$ cat src/hw/rtl/hic_pkg.sv
// ----------------------------------------------------------------------------
// Harmonic interval coupling package
// Widths, interval constants, item types and small helper functions shared by
// the divider cells, the interval matcher and the top level.
// ----------------------------------------------------------------------------
`default_nettype none

package hic_pkg;

  // Basic formats.
  localparam int FREQ_WIDTH      = 24;
  localparam int RATIO_FRAC_BITS = 16;
  localparam int WEIGHT_W        = 15;
  localparam int CLASS_W         = 3;
  localparam int Q15_W           = 16;

  // Full quotient of (f2 << RATIO_FRAC_BITS) / f1, one bit per divider cell.
  localparam int QUOT_W  = FREQ_WIDTH + RATIO_FRAC_BITS;
  // Ratios of 4.0 and above can never match; the ratio is truncated to this width.
  localparam int RATIO_W = RATIO_FRAC_BITS + 2;
  // Deviation values for every interval target fit in this width.
  localparam int DEV_W   = RATIO_FRAC_BITS + 3;
  // Every tolerance span is below 1/64 of unity.
  localparam int SPAN_W  = RATIO_FRAC_BITS - 6;

  // Reciprocal multiplication for the divisions by three and by five.
  localparam int RCP_SHIFT = RATIO_FRAC_BITS + 8;
  localparam int RCP_W     = RCP_SHIFT - 1;
  localparam int PROD_W    = RATIO_FRAC_BITS + 4 + RCP_W;
  localparam logic [RCP_W-1:0] RCP3 =
    RCP_W'(((64'd1 << RCP_SHIFT) + 64'd2) / 64'd3);
  localparam logic [RCP_W-1:0] RCP5 =
    RCP_W'(((64'd1 << RCP_SHIFT) + 64'd4) / 64'd5);

  // Interval classes.
  localparam logic [CLASS_W-1:0] CLS_NONE   = 3'd0;
  localparam logic [CLASS_W-1:0] CLS_UNISON = 3'd1;
  localparam logic [CLASS_W-1:0] CLS_OCTAVE = 3'd2;
  localparam logic [CLASS_W-1:0] CLS_FIFTH  = 3'd3;
  localparam logic [CLASS_W-1:0] CLS_THIRD  = 3'd4;

  // Tolerances in Q30.
  localparam logic [63:0] TOL_UNI = 64'd1079948052;
  localparam logic [63:0] TOL_OCT = 64'd1083061903;
  localparam logic [63:0] TOL_FIF = 64'd1086186498;
  localparam logic [63:0] TOL_THD = 64'd1089321818;

  localparam logic [63:0] ONE_L   = 64'd1 << RATIO_FRAC_BITS;
  localparam logic [63:0] HALF_HI = 64'd1 << (29 - RATIO_FRAC_BITS);
  localparam int          HI_SH   = 30 - RATIO_FRAC_BITS;
  localparam logic [63:0] LO_NUM  = 64'd1 << (RATIO_FRAC_BITS + 30);

  // Upper edges: tolerance rounded to the ratio format.
  localparam logic [63:0] HI_UNI_L = (TOL_UNI + HALF_HI) >> HI_SH;
  localparam logic [63:0] HI_OCT_L = (TOL_OCT + HALF_HI) >> HI_SH;
  localparam logic [63:0] HI_FIF_L = (TOL_FIF + HALF_HI) >> HI_SH;
  localparam logic [63:0] HI_THD_L = (TOL_THD + HALF_HI) >> HI_SH;

  // Lower edges: reciprocal of the tolerance, rounded.
  localparam logic [63:0] LO_UNI_L = (LO_NUM + TOL_UNI / 64'd2) / TOL_UNI;
  localparam logic [63:0] LO_OCT_L = (LO_NUM + TOL_OCT / 64'd2) / TOL_OCT;
  localparam logic [63:0] LO_FIF_L = (LO_NUM + TOL_FIF / 64'd2) / TOL_FIF;
  localparam logic [63:0] LO_THD_L = (LO_NUM + TOL_THD / 64'd2) / TOL_THD;

  localparam logic [DEV_W-1:0] DEV_ONE = DEV_W'(ONE_L);

  localparam logic [DEV_W-1:0] HI_UNI = DEV_W'(HI_UNI_L);
  localparam logic [DEV_W-1:0] HI_OCT = DEV_W'(HI_OCT_L);
  localparam logic [DEV_W-1:0] HI_FIF = DEV_W'(HI_FIF_L);
  localparam logic [DEV_W-1:0] HI_THD = DEV_W'(HI_THD_L);

  localparam logic [DEV_W-1:0] LO_UNI = DEV_W'(LO_UNI_L);
  localparam logic [DEV_W-1:0] LO_OCT = DEV_W'(LO_OCT_L);
  localparam logic [DEV_W-1:0] LO_FIF = DEV_W'(LO_FIF_L);
  localparam logic [DEV_W-1:0] LO_THD = DEV_W'(LO_THD_L);

  localparam logic [SPAN_W-1:0] SPAN_UNI = SPAN_W'(HI_UNI_L - ONE_L);
  localparam logic [SPAN_W-1:0] SPAN_OCT = SPAN_W'(HI_OCT_L - ONE_L);
  localparam logic [SPAN_W-1:0] SPAN_FIF = SPAN_W'(HI_FIF_L - ONE_L);
  localparam logic [SPAN_W-1:0] SPAN_THD = SPAN_W'(HI_THD_L - ONE_L);

  // Class scales in Q15, and unity in Q15.
  localparam logic [WEIGHT_W-1:0] SCALE_UNI = 15'd29491;
  localparam logic [WEIGHT_W-1:0] SCALE_OCT = 15'd22938;
  localparam logic [WEIGHT_W-1:0] SCALE_FIF = 15'd16384;
  localparam logic [WEIGHT_W-1:0] SCALE_THD = 15'd9830;
  localparam logic [Q15_W-1:0]    Q15_ONE   = 16'h8000;

  // Channel items.
  typedef struct packed {
    logic [FREQ_WIDTH-1:0] first_frequency;
    logic [FREQ_WIDTH-1:0] second_frequency;
  } in_item_t;

  typedef struct packed {
    logic [WEIGHT_W-1:0] coupling_weight;
    logic [CLASS_W-1:0]  interval_class;
  } out_item_t;

  // Ratio divider cell contents: partial remainder, shared dividend/quotient
  // word and divisor.
  typedef struct packed {
    logic [FREQ_WIDTH-1:0] rem;
    logic [QUOT_W-1:0]     dq;
    logic [FREQ_WIDTH-1:0] dvs;
  } rdiv_t;

  // Result of testing one deviation against one interval target.
  typedef struct packed {
    logic              ok;
    logic [SPAN_W-1:0] diff;
  } side_t;

  // Weight divider cell contents.
  typedef struct packed {
    logic [CLASS_W-1:0] cls;
    logic [SPAN_W:0]    rem;
    logic [Q15_W-1:0]   q;
  } wdiv_t;

  function automatic side_t side_test(input logic [DEV_W-1:0]  dev,
                                      input logic [DEV_W-1:0]  lo,
                                      input logic [DEV_W-1:0]  hi,
                                      input logic [SPAN_W-1:0] span);
    logic [DEV_W-1:0] diff;
    side_t            res;
    diff     = (dev >= DEV_ONE) ? dev - DEV_ONE : DEV_ONE - dev;
    res.ok   = (dev >= lo) && (dev <= hi) && (diff < DEV_W'(span));
    res.diff = diff[SPAN_W-1:0];
    return res;
  endfunction

  // The nearer of two matched sides gives the larger weight.
  function automatic side_t side_min(input side_t a, input side_t b);
    side_t res;
    res.ok = a.ok | b.ok;
    if (a.ok && b.ok) begin
      res.diff = (a.diff <= b.diff) ? a.diff : b.diff;
    end else if (a.ok) begin
      res.diff = a.diff;
    end else begin
      res.diff = b.diff;
    end
    return res;
  endfunction

  function automatic logic [SPAN_W-1:0] span_of(input logic [CLASS_W-1:0] cls);
    logic [SPAN_W-1:0] span;
    case (cls)
      CLS_UNISON: span = SPAN_UNI;
      CLS_OCTAVE: span = SPAN_OCT;
      CLS_FIFTH:  span = SPAN_FIF;
      CLS_THIRD:  span = SPAN_THD;
      default:    span = SPAN_W'(1);
    endcase
    return span;
  endfunction

  function automatic logic [WEIGHT_W-1:0] scale_of(input logic [CLASS_W-1:0] cls);
    logic [WEIGHT_W-1:0] scale;
    case (cls)
      CLS_UNISON: scale = SCALE_UNI;
      CLS_OCTAVE: scale = SCALE_OCT;
      CLS_FIFTH:  scale = SCALE_FIF;
      CLS_THIRD:  scale = SCALE_THD;
      default:    scale = '0;
    endcase
    return scale;
  endfunction

endpackage

`default_nettype wire

$ cat src/hw/rtl/hic_rdiv_cell.sv
// ----------------------------------------------------------------------------
// Ratio divider cell
// One restoring division step: produces one quotient bit of the frequency
// ratio and hands the partial remainder on to the next cell.
// ----------------------------------------------------------------------------
`default_nettype none

module hic_rdiv_cell import hic_pkg::*; (
  input  logic  clk,
  input  logic  rst_n,
  input  logic  adv,
  input  logic  prev_valid,
  input  rdiv_t prev_data,
  output logic  cell_valid,
  output rdiv_t cell_data
);

  logic              valid_r;
  rdiv_t             data_r;
  rdiv_t             data_nxt;
  logic [FREQ_WIDTH:0] part;
  logic [FREQ_WIDTH:0] part_sub;
  logic              ge;

  always_comb begin
    part     = {prev_data.rem, prev_data.dq[QUOT_W-1]};
    ge       = part >= {1'b0, prev_data.dvs};
    part_sub = part - {1'b0, prev_data.dvs};
    data_nxt.rem = ge ? part_sub[FREQ_WIDTH-1:0] : part[FREQ_WIDTH-1:0];
    data_nxt.dq  = {prev_data.dq[QUOT_W-2:0], ge};
    data_nxt.dvs = prev_data.dvs;
  end

  always_ff @(posedge clk) begin
    if (!rst_n) begin
      valid_r <= 1'b0;
    end else if (adv) begin
      valid_r <= prev_valid;
    end
  end

  always_ff @(posedge clk) begin
    if (adv) begin
      data_r <= data_nxt;
    end
  end

  assign cell_valid = valid_r;
  assign cell_data  = data_r;

endmodule

`default_nettype wire

$ cat config.mk
export PLATFORM = sky130hd
export DESIGN_NAME = hic_rdiv_cell
export DESIGN_NICKNAME = d
export VERILOG_FILES = /design/src/hw/rtl/hic_pkg.sv /design/src/hw/rtl/hic_rdiv_cell.sv
export SDC_FILE = /design/constraint.sdc
export NUM_CORES = 1
export LEC_CHECK = 0
export ABC_CLOCK_PERIOD_IN_PS = 3300
export BUFFER_PORTS_ARGS = -buffer_cell sky130_fd_sc_hd__buf_2
export CAP_MARGIN = 20
export CORE_MARGIN = 8
export CORE_UTILIZATION = 49
export CTS_CLUSTER_DIAMETER = 40
export DETAILED_ROUTE_END_ITERATION = 8
export GPL_TIMING_DRIVEN = 0
export PLACE_DENSITY = 0.81
export SYNTH_ARGS = -nofsm -noshare
export SYNTH_HDL_FRONTEND = slang
export SYNTH_SLANG_ARGS = --single-unit
export TNS_END_PERCENT = 10
$ cat constraint.sdc
create_clock -name clk -period 3.3 [get_ports clk]
set_clock_uncertainty 0.15 [all_clocks]
set_input_delay 0.165 -clock clk [delete_from_list [all_inputs] [get_ports clk]]
set_output_delay 0.165 -clock clk [all_outputs]
set_load 0.01 [all_outputs]
# Word level (Yosys, flattened, before mapping)

Index checks and enable logic that the tools add are counted.

$add $sub $neg: 1
$lt $le $gt $ge: 1
Muxes and demuxes: 1

Operator list:

| kind             | number |
|---|---|
| $ge A25 B24 Y1   | 1 |
| $mux W24         | 1 |
| $sub A24 B24 Y24 | 1 |

Register bits: 89
Word-level logic and storage cells: 7

# Logic depth before layout (Yosys ltp)

Depth in word-level cells: 2
Gate-level depth with buffers: 11
Mapped depth without buffers: 9

# Least setup slack after synthesis

No wires, ideal clock.

Path type: input-to-reg
Start: in prev_data[20] (netlist bit)
End: reg data_r (netlist bit cell_data[76]) (data pin)
Setup time: 0.260 ns
Arrival: 2.081 ns
Required time: 2.890 ns
Slack: 0.809 ns
Cell stages on the path: 11
Buffers on the path: 2
Path through: inv_1 ha_1 buf_2 nand4_1 or2_1 o221a_2 o21ai_4 nor2_8 inv_6 buf_8 mux2_4

RTL lines:

| element                | RTL line            | text |
|---|---|---|
| start: declaration     | hic_rdiv_cell.sv:13 | `input rdiv_t prev_data,` |
| end signal: assignment | hic_rdiv_cell.sv:44 | `data_r <= data_nxt;` |
| end: declaration       | hic_rdiv_cell.sv:19 | `rdiv_t data_r;` |

==> results.ini <==
[outcome]
run_status=finished clean

[cts]
clkTransAtPathRegs_ns=0.10
tritoncts=built
cts_buffers=9
cts_root_buffer=clkbuf_8
insertion_delay_ns=0.37
cts_setup_buffers=0
cts.sinks=89
clk_path_buf_depth=2
h-tree-depth=3

[routing]
first_iter_violations=380
post-route-drc-count=0
drt_pre_antenna_iters=5
post_drt_wl_per_cell_um=21.4
vias_per_cell=5.58
vias=4233
drtAntennaViolNets=0
routed_wl_mm=16.2

[yosys]
synthTopCellsByCount=edfxtp_1 (88), inv_1 (33), a21oi_1 (29), ha_1 (24), nand2_1 (16)
netlist.area_leader.share_pct=57.7
syn_inst=366
synth_edf_count=88
synth_ff_type=edfxtp_1
synth_seq_area_share_pct=58.2
synth_largest_area_cell=edfxtp_1
yosysWarnings=0
avgSynthCellArea_um2=12.5
synth-async-reset-ratio_pct=0
ys_ff_latch=89
synth_nets=483
yosysMostFrequentCell=edfxtp_1
yosys-top-cells-area=edfxtp_1 (58%), ha_1 (6.6%), a21oi_1 (3.2%), inv_1 (2.7%), mux2_2 (2.0%)
syn_area_mm2=0.00458
synth_cell_types=57

[power_and_ir_drop]
power.share.combinational_pct=24.4
intPower_mw=2.17
p_sw_uw=883
p_sw_share_pct=28.9
p_total_mw=3.06
p_leak_nw=2.95
p_clk_share_pct=29.5
ir_drop_mv=0.222
p_seq_share_pct=46.2
power_density_mw_per_mm2=455

[final_layout]
drive_gt1_share_pct=36.1
design_area_mm2=0.00672
multi_input_area_mm2=0.00173
nFillCells=599
final_util_pct=73.4
areaGrowthSynthToFinish_pct=46.8
fin_nets=758
seq_area_mm2=0.00266

[run]
maxCapViolations=0

[worst_hold_path]
min_to=cell_data[72]
hold_class=input pin to register
worstHoldStart=prev_data[71]
worstHoldPathCells=3

[placed_design]
io_buffers=180
dp_hpwl_mm=10.7
gp_congestion=0.834
dpl-instance-area_mm2=0.00565

[grt]
met3_usage_pct=5.21
grt_max_degree=64
met2_usage_pct=45.9
grt_pass1_wl_mm=24.5
grt-ovfl-total=0
antenna_found_initial=1
grt_pass1_vias=4386
grtUsageMet1_pct=28.3
busiest_layer=met2
track_usage_pct=25.1

[sta]
max_freq_ghz=0.318
hold_viol=0
setup_viol=0
rsz0062_at_grt=false
slew_violations=0
worst_pin_slew_ns=0.614
min_period_over_period_pct=95.4
timing.slew.headroom_pct=58.4
tns_ns=0
fin_crit_ns=3.15

[setup_path]
cp.required_ns=3.26
start_kind=input pin
worst_setup_path_end_kind=register
crit_fanout=10
ff2ff_setup_slack_ns=1.93
timing.rr.start=cell_valid
rr_endpoint=cell_valid
rr_worst_depth=3
crit_type=input pin to register
critPathArrivalTime_ns=3.11

[die]
dieArea_mm2=0.0127
pin_count=181
dieHeight_um=113
rows=35
start_util_pct=50.0
die_w_um=113
coreArea_mm2=0.00915

==> power groups by stage <==
| stage | sequential (mW) | combinational (mW) | clock, mW |
|---|---|---|---|
| after floorplan | 1.49 | 0.300 | 0 |
| after global placement | 1.42 | 0.629 | 0 |
| after detailed placement | 1.43 | 0.647 | 0 |
| after CTS | 1.40 | 0.729 | 0.894 |
| after global routing | 1.42 | 0.805 | 0.946 |
| final | 1.41 | 0.745 | 0.902 |
==> critical path: stages <==
cell           delay, ns
dlygate4sd3_1       0.54
buf_2               0.12
inv_1               0.04
ha_1                0.28
buf_2               0.18
a21oi_1             0.27
o21ai_0             0.25
o311a_4             0.48
nor2_8              0.23
inv_6               0.09
buf_8               0.16
mux2_4              0.29
==> layout make-up <==
cell class / count / share of cell area, %
antenna: 1 / 0.0373
buffer: 9 / 0.857
clock buffer: 10 / 2.05
clock inverter: 6 / 1.43
inverter: 34 / 1.97
multi-input combinational: 234 / 25.8
sequential: 89 / 39.6
tap: 111 / 2.07
timing repair buffer: 264 / 26.2
==> how the worst max path moves through the flow <==
stage	startpoint	endpoint	slack [ns]	depth (start not counted)
after global routing	prev_data[10]	cell_data[80]	0.04	12
after detailed placement	prev_data[12]	cell_data[80]	0.32	10
after floorplan	prev_data[20]	cell_data[76]	0.81	11
after CTS	prev_data[12]	cell_data[76]	0.14	11
final	prev_data[10]	cell_data[77]	0.15	12
after global placement	prev_data[12]	cell_data[72]	0.08	8
==> cells in the final DEF, fill, tap and decap left out, types with 4 or more instances in the layout <==
cell type / synthesis / layout
a21boi_0: 5 / 5
a21oi_1: 29 / 28
and2_1: 4 / 4
and3_1: 7 / 7
buf_2: 6 / 186
clkbuf_8: 0 / 10
dlygate4sd3_1: 0 / 82
edfxtp_1: 88 / 88
ha_1: 24 / 24
inv_1: 33 / 33
mux2_2: 8 / 8
nand2_1: 16 / 16
nand3_1: 15 / 15
nand4_1: 4 / 4
nor2_1: 14 / 14
nor2b_1: 4 / 4
nor3_1: 14 / 13
o21a_1: 9 / 9
o21ai_0: 12 / 12
o31ai_1: 7 / 7
or3_1: 4 / 4
xnor2_1: 7 / 7
==> what timing repair did <==
action | 4_1_cts | 5_1_grt
endpoints found under the hold margin | 81 | 0
gates resized for setup | 0 | 2
setup endpoints to repair | 0 | 3
hold buffers | 82 | 0
==> kinds of logic (layout without fill, tap and decap cells) <==
logic type | count (synthesis) | count (layout) | synth area share (%)
AO/OA/AOI/OAI | 93 | 93 | 14.4
buffers and inverters | 43 | 323 | 4.16
multiplexers | 12 | 12 | 3.17
XOR/XNOR | 10 | 10 | 1.91
other | 0 | 1 | 0
flip-flops | 89 | 89 | 58.2
adder cells (fa/ha/maj) | 25 | 25 | 7.00
AND/OR/NAND/NOR | 94 | 94 | 11.2
==> per-layer routing <==
metal	share of wire, %	vias up	wire length [um]
li1	-	1945	-
met1	38	2014	6180
met2	52	244	8430
met3	8.0	30	1290
met4	1.9	0	312
met5	0	-	0
==> metrics by stage <==
stage | instances | hold slack [ns] | worst slack [ns]
3_3_place_gp | 657 | 0.192 | 0.0785
4_1_cts | 757 | 0.00152 | 0.140
2_1_floorplan | 366 | 0.114 | 0.809
5_1_grt | 758 | 0.00693 | 0.0364
6_report | 758 | 0.00773 | 0.151
3_5_place_dp | 659 | 0.193 | 0.324
==> registers in the layout (all words and copies together) (netlist names) <==
| name | count |
|---|---|
| cell_data | 88 |
| cell_valid | 1 |
No activity file was read; power rests on OpenSTA's default activity.
