===== config.mk =====
export PLATFORM = sky130hd
export DESIGN_NAME = hic_wdiv_cell
export DESIGN_NICKNAME = d
export VERILOG_FILES = /design/src/hw/rtl/hic_pkg.sv /design/src/hw/rtl/hic_wdiv_cell.sv
export SDC_FILE = /design/constraint.sdc
export NUM_CORES = 1
export LEC_CHECK = 0
export BUFFER_PORTS_ARGS = -buffer_cell sky130_fd_sc_hd__buf_2
export CAP_MARGIN = 20
export CORE_MARGIN = 4
export CORE_UTILIZATION = 49
export DETAILED_ROUTE_END_ITERATION = 12
export GPL_ROUTABILITY_DRIVEN = 0
export PLACE_DENSITY = 0.8
export SLEW_MARGIN = 20
export SYNTH_ARGS = -nofsm -noshare
export SYNTH_HDL_FRONTEND = slang
export SYNTH_SLANG_ARGS = --single-unit

===== constraint.sdc =====
create_clock -name clk -period 3.7 [get_ports clk]
set_clock_uncertainty 0.2 [all_clocks]
set_input_delay 0.37 -clock clk [delete_from_list [all_inputs] [get_ports clk]]
set_output_delay 0.37 -clock clk [all_outputs]
set_load 0.02 [all_outputs]

===== src/hw/rtl/hic_pkg.sv =====
// ----------------------------------------------------------------------------
// Harmonic interval coupling package
// Widths, interval constants, item types and small helper functions shared by
// the divider cells, the interval matcher and the top level.
// ----------------------------------------------------------------------------
`default_nettype none

package hic_pkg;

  // Basic formats.
  localparam int FREQ_WIDTH      = 24;
  localparam int RATIO_FRAC_BITS = 16;
  localparam int WEIGHT_W        = 15;
  localparam int CLASS_W         = 3;
  localparam int Q15_W           = 16;

  // Full quotient of (f2 << RATIO_FRAC_BITS) / f1, one bit per divider cell.
  localparam int QUOT_W  = FREQ_WIDTH + RATIO_FRAC_BITS;
  // Ratios of 4.0 and above can never match; the ratio is truncated to this width.
  localparam int RATIO_W = RATIO_FRAC_BITS + 2;
  // Deviation values for every interval target fit in this width.
  localparam int DEV_W   = RATIO_FRAC_BITS + 3;
  // Every tolerance span is below 1/64 of unity.
  localparam int SPAN_W  = RATIO_FRAC_BITS - 6;

  // Reciprocal multiplication for the divisions by three and by five.
  localparam int RCP_SHIFT = RATIO_FRAC_BITS + 8;
  localparam int RCP_W     = RCP_SHIFT - 1;
  localparam int PROD_W    = RATIO_FRAC_BITS + 4 + RCP_W;
  localparam logic [RCP_W-1:0] RCP3 =
    RCP_W'(((64'd1 << RCP_SHIFT) + 64'd2) / 64'd3);
  localparam logic [RCP_W-1:0] RCP5 =
    RCP_W'(((64'd1 << RCP_SHIFT) + 64'd4) / 64'd5);

  // Interval classes.
  localparam logic [CLASS_W-1:0] CLS_NONE   = 3'd0;
  localparam logic [CLASS_W-1:0] CLS_UNISON = 3'd1;
  localparam logic [CLASS_W-1:0] CLS_OCTAVE = 3'd2;
  localparam logic [CLASS_W-1:0] CLS_FIFTH  = 3'd3;
  localparam logic [CLASS_W-1:0] CLS_THIRD  = 3'd4;

  // Tolerances in Q30.
  localparam logic [63:0] TOL_UNI = 64'd1079948052;
  localparam logic [63:0] TOL_OCT = 64'd1083061903;
  localparam logic [63:0] TOL_FIF = 64'd1086186498;
  localparam logic [63:0] TOL_THD = 64'd1089321818;

  localparam logic [63:0] ONE_L   = 64'd1 << RATIO_FRAC_BITS;
  localparam logic [63:0] HALF_HI = 64'd1 << (29 - RATIO_FRAC_BITS);
  localparam int          HI_SH   = 30 - RATIO_FRAC_BITS;
  localparam logic [63:0] LO_NUM  = 64'd1 << (RATIO_FRAC_BITS + 30);

  // Upper edges: tolerance rounded to the ratio format.
  localparam logic [63:0] HI_UNI_L = (TOL_UNI + HALF_HI) >> HI_SH;
  localparam logic [63:0] HI_OCT_L = (TOL_OCT + HALF_HI) >> HI_SH;
  localparam logic [63:0] HI_FIF_L = (TOL_FIF + HALF_HI) >> HI_SH;
  localparam logic [63:0] HI_THD_L = (TOL_THD + HALF_HI) >> HI_SH;

  // Lower edges: reciprocal of the tolerance, rounded.
  localparam logic [63:0] LO_UNI_L = (LO_NUM + TOL_UNI / 64'd2) / TOL_UNI;
  localparam logic [63:0] LO_OCT_L = (LO_NUM + TOL_OCT / 64'd2) / TOL_OCT;
  localparam logic [63:0] LO_FIF_L = (LO_NUM + TOL_FIF / 64'd2) / TOL_FIF;
  localparam logic [63:0] LO_THD_L = (LO_NUM + TOL_THD / 64'd2) / TOL_THD;

  localparam logic [DEV_W-1:0] DEV_ONE = DEV_W'(ONE_L);

  localparam logic [DEV_W-1:0] HI_UNI = DEV_W'(HI_UNI_L);
  localparam logic [DEV_W-1:0] HI_OCT = DEV_W'(HI_OCT_L);
  localparam logic [DEV_W-1:0] HI_FIF = DEV_W'(HI_FIF_L);
  localparam logic [DEV_W-1:0] HI_THD = DEV_W'(HI_THD_L);

  localparam logic [DEV_W-1:0] LO_UNI = DEV_W'(LO_UNI_L);
  localparam logic [DEV_W-1:0] LO_OCT = DEV_W'(LO_OCT_L);
  localparam logic [DEV_W-1:0] LO_FIF = DEV_W'(LO_FIF_L);
  localparam logic [DEV_W-1:0] LO_THD = DEV_W'(LO_THD_L);

  localparam logic [SPAN_W-1:0] SPAN_UNI = SPAN_W'(HI_UNI_L - ONE_L);
  localparam logic [SPAN_W-1:0] SPAN_OCT = SPAN_W'(HI_OCT_L - ONE_L);
  localparam logic [SPAN_W-1:0] SPAN_FIF = SPAN_W'(HI_FIF_L - ONE_L);
  localparam logic [SPAN_W-1:0] SPAN_THD = SPAN_W'(HI_THD_L - ONE_L);

  // Class scales in Q15, and unity in Q15.
  localparam logic [WEIGHT_W-1:0] SCALE_UNI = 15'd29491;
  localparam logic [WEIGHT_W-1:0] SCALE_OCT = 15'd22938;
  localparam logic [WEIGHT_W-1:0] SCALE_FIF = 15'd16384;
  localparam logic [WEIGHT_W-1:0] SCALE_THD = 15'd9830;
  localparam logic [Q15_W-1:0]    Q15_ONE   = 16'h8000;

  // Channel items.
  typedef struct packed {
    logic [FREQ_WIDTH-1:0] first_frequency;
    logic [FREQ_WIDTH-1:0] second_frequency;
  } in_item_t;

  typedef struct packed {
    logic [WEIGHT_W-1:0] coupling_weight;
    logic [CLASS_W-1:0]  interval_class;
  } out_item_t;

  // Ratio divider cell contents: partial remainder, shared dividend/quotient
  // word and divisor.
  typedef struct packed {
    logic [FREQ_WIDTH-1:0] rem;
    logic [QUOT_W-1:0]     dq;
    logic [FREQ_WIDTH-1:0] dvs;
  } rdiv_t;

  // Result of testing one deviation against one interval target.
  typedef struct packed {
    logic              ok;
    logic [SPAN_W-1:0] diff;
  } side_t;

  // Weight divider cell contents.
  typedef struct packed {
    logic [CLASS_W-1:0] cls;
    logic [SPAN_W:0]    rem;
    logic [Q15_W-1:0]   q;
  } wdiv_t;

  function automatic side_t side_test(input logic [DEV_W-1:0]  dev,
                                      input logic [DEV_W-1:0]  lo,
                                      input logic [DEV_W-1:0]  hi,
                                      input logic [SPAN_W-1:0] span);
    logic [DEV_W-1:0] diff;
    side_t            res;
    diff     = (dev >= DEV_ONE) ? dev - DEV_ONE : DEV_ONE - dev;
    res.ok   = (dev >= lo) && (dev <= hi) && (diff < DEV_W'(span));
    res.diff = diff[SPAN_W-1:0];
    return res;
  endfunction

  // The nearer of two matched sides gives the larger weight.
  function automatic side_t side_min(input side_t a, input side_t b);
    side_t res;
    res.ok = a.ok | b.ok;
    if (a.ok && b.ok) begin
      res.diff = (a.diff <= b.diff) ? a.diff : b.diff;
    end else if (a.ok) begin
      res.diff = a.diff;
    end else begin
      res.diff = b.diff;
    end
    return res;
  endfunction

  function automatic logic [SPAN_W-1:0] span_of(input logic [CLASS_W-1:0] cls);
    logic [SPAN_W-1:0] span;
    case (cls)
      CLS_UNISON: span = SPAN_UNI;
      CLS_OCTAVE: span = SPAN_OCT;
      CLS_FIFTH:  span = SPAN_FIF;
      CLS_THIRD:  span = SPAN_THD;
      default:    span = SPAN_W'(1);
    endcase
    return span;
  endfunction

  function automatic logic [WEIGHT_W-1:0] scale_of(input logic [CLASS_W-1:0] cls);
    logic [WEIGHT_W-1:0] scale;
    case (cls)
      CLS_UNISON: scale = SCALE_UNI;
      CLS_OCTAVE: scale = SCALE_OCT;
      CLS_FIFTH:  scale = SCALE_FIF;
      CLS_THIRD:  scale = SCALE_THD;
      default:    scale = '0;
    endcase
    return scale;
  endfunction

endpackage

`default_nettype wire


===== src/hw/rtl/hic_wdiv_cell.sv =====
// ----------------------------------------------------------------------------
// Weight divider cell
// One restoring step of diff * 2^15 / span, with the span taken from the
// interval class that travels along with the item.
// ----------------------------------------------------------------------------
`default_nettype none

module hic_wdiv_cell import hic_pkg::*; (
  input  logic  clk,
  input  logic  rst_n,
  input  logic  adv,
  input  logic  prev_valid,
  input  wdiv_t prev_data,
  output logic  cell_valid,
  output wdiv_t cell_data
);

  logic              valid_r;
  wdiv_t             data_r;
  wdiv_t             data_nxt;
  logic [SPAN_W:0]   span;
  logic [SPAN_W:0]   rem_sub;
  logic              ge;

  always_comb begin
    span    = {1'b0, span_of(prev_data.cls)};
    ge      = prev_data.rem >= span;
    rem_sub = ge ? prev_data.rem - span : prev_data.rem;
    data_nxt.cls = prev_data.cls;
    data_nxt.rem = {rem_sub[SPAN_W-1:0], 1'b0};
    data_nxt.q   = {prev_data.q[Q15_W-2:0], ge};
  end

  always_ff @(posedge clk) begin
    if (!rst_n) begin
      valid_r <= 1'b0;
    end else if (adv) begin
      valid_r <= prev_valid;
    end
  end

  always_ff @(posedge clk) begin
    if (adv) begin
      data_r <= data_nxt;
    end
  end

  assign cell_valid = valid_r;
  assign cell_data  = data_r;

endmodule

`default_nettype wire


# Yosys cells after proc, flatten, opt, wreduce, memory -nomap -nowiden
# Index checks and enable logic that the tools add are counted.
# word_totals
word_cells	12
input_bits	34
out_inout_bits	31
ff_bits	30
# op_classes
add_sub_neg	1
muxes	2
order_cmp	1
eq_ne	4
# ops
cell	n
10-bit case mux with 4 select lines	1
11-bit by 10-bit greater-or-equal comparator with 1-bit output	1
10-bit 2-to-1 mux	1
10-bit subtractor	1
3-bit by 2-bit == test with 1-bit output, second input constant	2
3-bit by 1-bit == test with 1-bit output, second input constant	1
3-bit == test, second input constant	1

# Logic depth before layout (Yosys ltp)
# depth
depth_word	4
ltp_mapped	10
depth_no_buf	9

# Least setup slack after synthesis
# No wires, ideal clock.
# synth_timing
path_type	input to register
startpoint	input prev_data[29] (netlist name)
endpoint	register data_r, in the netlist cell_data[19], data pin
setup_slack_ps	511
path_buffers	1
path_stages	9
arrival_ps	2728
required_time_ps	3240
setup_ps	260
cell_sequence	buf_2 > nand2b_1 > a21o_2 > ha_1 > nor2b_1 > o31a_1 > o311a_4 > nor3_4 > mux2_4
# synth_via
elab_chain_cells	4
elab_cells_between_ends	8
cone_classes	add/sub (1); order compare (1); eq/ne (4); mux (2)
# synth_lines
element	line	source
start, declared	hic_wdiv_cell.sv:13	input wdiv_t prev_data,
3-bit == test, or another cell as far along	hic_pkg.sv:149	case (cls)
10-bit case mux with 4 select lines (*)	hic_pkg.sv:149	
10-bit subtractor or 11-bit by 10-bit greater-or-equal comparator with 1-bit output (tied branches)	hic_wdiv_cell.sv:28, hic_wdiv_cell.sv:27	
10-bit 2-to-1 mux (*)	hic_wdiv_cell.sv:28	rem_sub = ge ? prev_data.rem - span : prev_data.rem;
named net rem_sub[2]	hic_wdiv_cell.sv:22	logic [SPAN_W:0] rem_sub;
end signal, assigned	hic_wdiv_cell.sv:44	data_r <= data_nxt;
end, declared	hic_wdiv_cell.sv:19	wdiv_t data_r;
# The timed path passes the listed nets; every way through them passes the cells marked *.
# A chain may end at the register's enable or synchronous reset.

# Worst setup path after layout
# layout_timing
startpoint	input prev_data[29] (netlist name)
endpoint	register data_r, in the netlist cell_data[24], data pin
# Same word-level chain as after synthesis.

==> results.json <==
{
  "synth-async-reset-ratio_pct": 0,
  "finish.net_count": 253,
  "grt_overflow": 0,
  "final_critical_path_setup_slack_ns": 0.7187,
  "start_util_pct": 51.11,
  "layout_area_overhead_pct": 29.57,
  "antenna_cells": 0,
  "area_inside_the_core_boundary_mm2": 0.003337,
  "power-per-cell-area_mw_per_mm2": 387.3,
  "timing.reg2reg.worst_path_depth": 2,
  "setup_violations": 0,
  "average_wire_per_standard_cell_um": 14.46,
  "ys_top_cells_by_area": "sky130_fd_sc_hd__edfxtp_1, sky130_fd_sc_hd__ha_1, sky130_fd_sc_hd__mux2_4",
  "power.static_leakage_nw": 0.9592,
  "instances_no_fill": 257,
  "clk_root_buffer_cell": "sky130_fd_sc_hd__clkbuf_4",
  "slowest_stage": "sky130_fd_sc_hd__nor3_4",
  "numClockSinks": 30,
  "setup.reg_to_reg.worst_slack_ns": 2.91,
  "grt_pass1_wl_um": 5347,
  "io_pins": 65,
  "max-slew-margin-rel_pct": 58.59,
  "htree_num_levels": 2,
  "hold_path_startpoint": "prev_data[11]",
  "die-width_um": 67.00,
  "grt_antenna_before_repair": 0,
  "detail_route.drc_violations": 0,
  "min_path_cells": 1,
  "crit_chain": "buf_2 -> nand2b_1 -> a21o_2 -> ha_1 -> nor2b_1 -> o31a_1 -> o311a_4 -> nor3_4 -> mux2_4",
  "die_y_um": 67.00,
  "grt_max_degree": 31,
  "synth.net_count": 178,
  "via_count_of_the_first_global_routing_pass": 1218,
  "first_iter_violations": 102,
  "timing.max_cap.violations": 0,
  "reg2reg_from": "cell_valid$_SDFFE_PN0P_",
  "status": "finished clean",
  "clkSlewWorstSetupHoldPaths_ns": 0.08,
  "port-buffer-count": 62,
  "dieArea_mm2": 0.004488,
  "setup_total_negative_slack_ns": 0,
  "worst_hold_path_type": "input port to flip-flop",
  "maximum_frequency_from_static_timing_analysis_mhz": 335.4,
  "fin_crit_sh_pct": 80.57,
  "critical_path.startpoint_type": "input port",
  "post_cts_resized": 0,
  "wirelength_um": 3715,
  "postLayoutCoreUtil_pct": 66.22,
  "syn_area_mm2": 0.001705,
  "synth_largest_type_area_fraction_pct": 51.06,
  "pre_cts_slack_ns": 0.4107,
  "dr_total_vias": 1375,
  "cp_max_fo": 11,
  "postSynth.topFlopCell": "sky130_fd_sc_hd__edfxtp_1",
  "dpl.hpwl_um": 2836,
  "timing_max_transition_violations_final": 0,
  "worst_setup_path_end_kind": "flip-flop",
  "fp-row-count": 21,
  "critical_path.max_stage_delay_ns": 0.43,
  "timing_worst_setup_path_type": "input port to flip-flop",
  "postSynthRegisterBits": 30,
  "required_ns": 3.55,
  "yosysSeqAreaShare_pct": 52.24,
  "syn_area_per_cell_um2": 12.63,
  "postRouteAntennaNets": 0,
  "syn_inst": 135,
  "tritoncts_clock_tree": "built",
  "drt_pre_antenna_iters": 4,
  "final_layout_size_suffix_gt1_share_pct": 38.86,
  "peakVddDrop_mv": 0.1461,
  "synth_cell_types": 48,
  "clockBufferDepth": 2,
  "min_delay_worst_endpoint": "cell_data[12]$_DFFE_PP_",
  "regToRegEndpoint": "cell_valid$_SDFFE_PN0P_",
  "synth_edf_count": 29,
  "synth_warnings": 0,
  "whs_ns": 0.04405,
  "postCtsSetupBuffers": 0,
  "timing_worst_slew_pin_value_ns": 0.6211,
  "worstSkewPairLatency_ns": 0.30,
  "placed_cells": 239,
  "synth_largest_area_cell": "sky130_fd_sc_hd__edfxtp_1",
  "rsz0062_at_grt": "no",
  "groute.usage.overall_pct": 16.18,
  "count_of_hold_fix_buffers_inserted_at_cts": 0,
  "final_hold_viol_count": 0,
  "via_per_instance_ratio": 5.350,
  "finalCriticalPeriod_ns": 2.981,
  "cp.arrival_ns": 2.84,
  "total_clock_buffers_created_by_cts": 5
}
==> how the worst max path moves through the flow <==
| stage | from | endpoint | slack (ns) | depth (start not counted) |
|---|---|---|---|---|
| 6_report | prev_data[29] | cell_data[24]$_DFFE_PP_ | 0.72 | 9 |
| 5_1_grt | prev_data[29] | cell_data[17]$_DFFE_PP_ | 0.68 | 10 |
| 4_1_cts | prev_data[29] | cell_data[24]$_DFFE_PP_ | 0.75 | 9 |
| 3_5_place_dp | prev_data[29] | cell_data[25]$_DFFE_PP_ | 0.41 | 9 |
| 3_3_place_gp | prev_data[29] | cell_data[24]$_DFFE_PP_ | 0.47 | 9 |
| 2_1_floorplan | prev_data[29] | cell_data[19]$_DFFE_PP_ | 0.51 | 9 |
==> kinds of logic after synthesis <==
family / share of synthesized area [%]
compound gates: 12.55
xor+xnor: 4.109
fa+ha+maj: 7.044
buf+inv: 3.229
flops: 52.24
mux: 7.337
other cells: 0.2199
simple gates: 13.28
==> synth_stat cells (2+ instances only) <==
cell                       instances
sky130_fd_sc_hd__nand3_1           4
sky130_fd_sc_hd__or4_1             2
sky130_fd_sc_hd__o211a_1           2
sky130_fd_sc_hd__nor2b_1           2
sky130_fd_sc_hd__buf_2             2
sky130_fd_sc_hd__xnor2_1           8
sky130_fd_sc_hd__nand2_1           3
sky130_fd_sc_hd__a21oi_1           3
sky130_fd_sc_hd__o31ai_1           2
sky130_fd_sc_hd__clkbuf_1          3
sky130_fd_sc_hd__ha_1              8
sky130_fd_sc_hd__edfxtp_1         29
sky130_fd_sc_hd__inv_1             7
sky130_fd_sc_hd__mux2i_1           5
sky130_fd_sc_hd__nor2_1            9
sky130_fd_sc_hd__and3_1            2
sky130_fd_sc_hd__nand4_1           3
sky130_fd_sc_hd__o21ai_0           5
sky130_fd_sc_hd__mux2_4            5
sky130_fd_sc_hd__nand2b_1          3
==> state kept, by name, indices dropped and copies added (netlist names) <==
register    cells
cell_data      29
cell_valid      1
==> routing by layer <==
metal  GRT usage [%]  up-vias  wire length, um
li1                -      661                -
met1           17.51      634             1359
met2           28.09       76             1928
met3           6.408        4              387
met4           6.329        0               40
met5               0        -                0
==> critical path: cells and delay by family <==
family                   cells  cell delay [ns]
adder cells (fa/ha/maj)      1             0.28
multiplexers                 1             0.34
AND/OR/NAND/NOR              3             0.75
AO/OA/AOI/OAI                3             0.93
buffers and inverters        1             0.16
==> metrics by stage <==
stage	power, mW	area (um^2)
6_report	0.8557	2210
5_1_grt	0.9093	2210
4_1_cts	0.8586	2110
3_5_place_dp	0.6892	2059
3_3_place_gp	0.6797	2059
2_1_floorplan	0.6048	1705
==> report_power, final <==
group          switching [mW]  total, mW  internal [mW]
sequential            0.00720      0.424          0.417
clock                  0.0943      0.165         0.0712
combinational           0.151      0.266          0.115
==> cell type report <==
class	instances	area, um^2
Fill cell	239	1127
Timing Repair Buffer	74	425.4
Sequential cell	30	890.9
Tap cell	46	57.56
Clock buffer	6	41.29
Clock inverter	2	8.758
Inverter	7	26.28
Multi-Input combinational cell	92	759.5
==> placed cells by master (no fill, tap or decap), types with 4 or more instances in the layout <==
cell type and count:
sky130_fd_sc_hd__inv_1 7, sky130_fd_sc_hd__mux2_4 5, sky130_fd_sc_hd__edfxtp_1 29, sky130_fd_sc_hd__ha_1 8, sky130_fd_sc_hd__o21ai_0 5, sky130_fd_sc_hd__nand3_1 4
sky130_fd_sc_hd__dlygate4sd3_1 10, sky130_fd_sc_hd__mux2i_1 5, sky130_fd_sc_hd__nor2_1 9, sky130_fd_sc_hd__buf_2 62, sky130_fd_sc_hd__clkbuf_4 5, sky130_fd_sc_hd__xnor2_1 8
No activity file was read; power rests on OpenSTA's default activity.
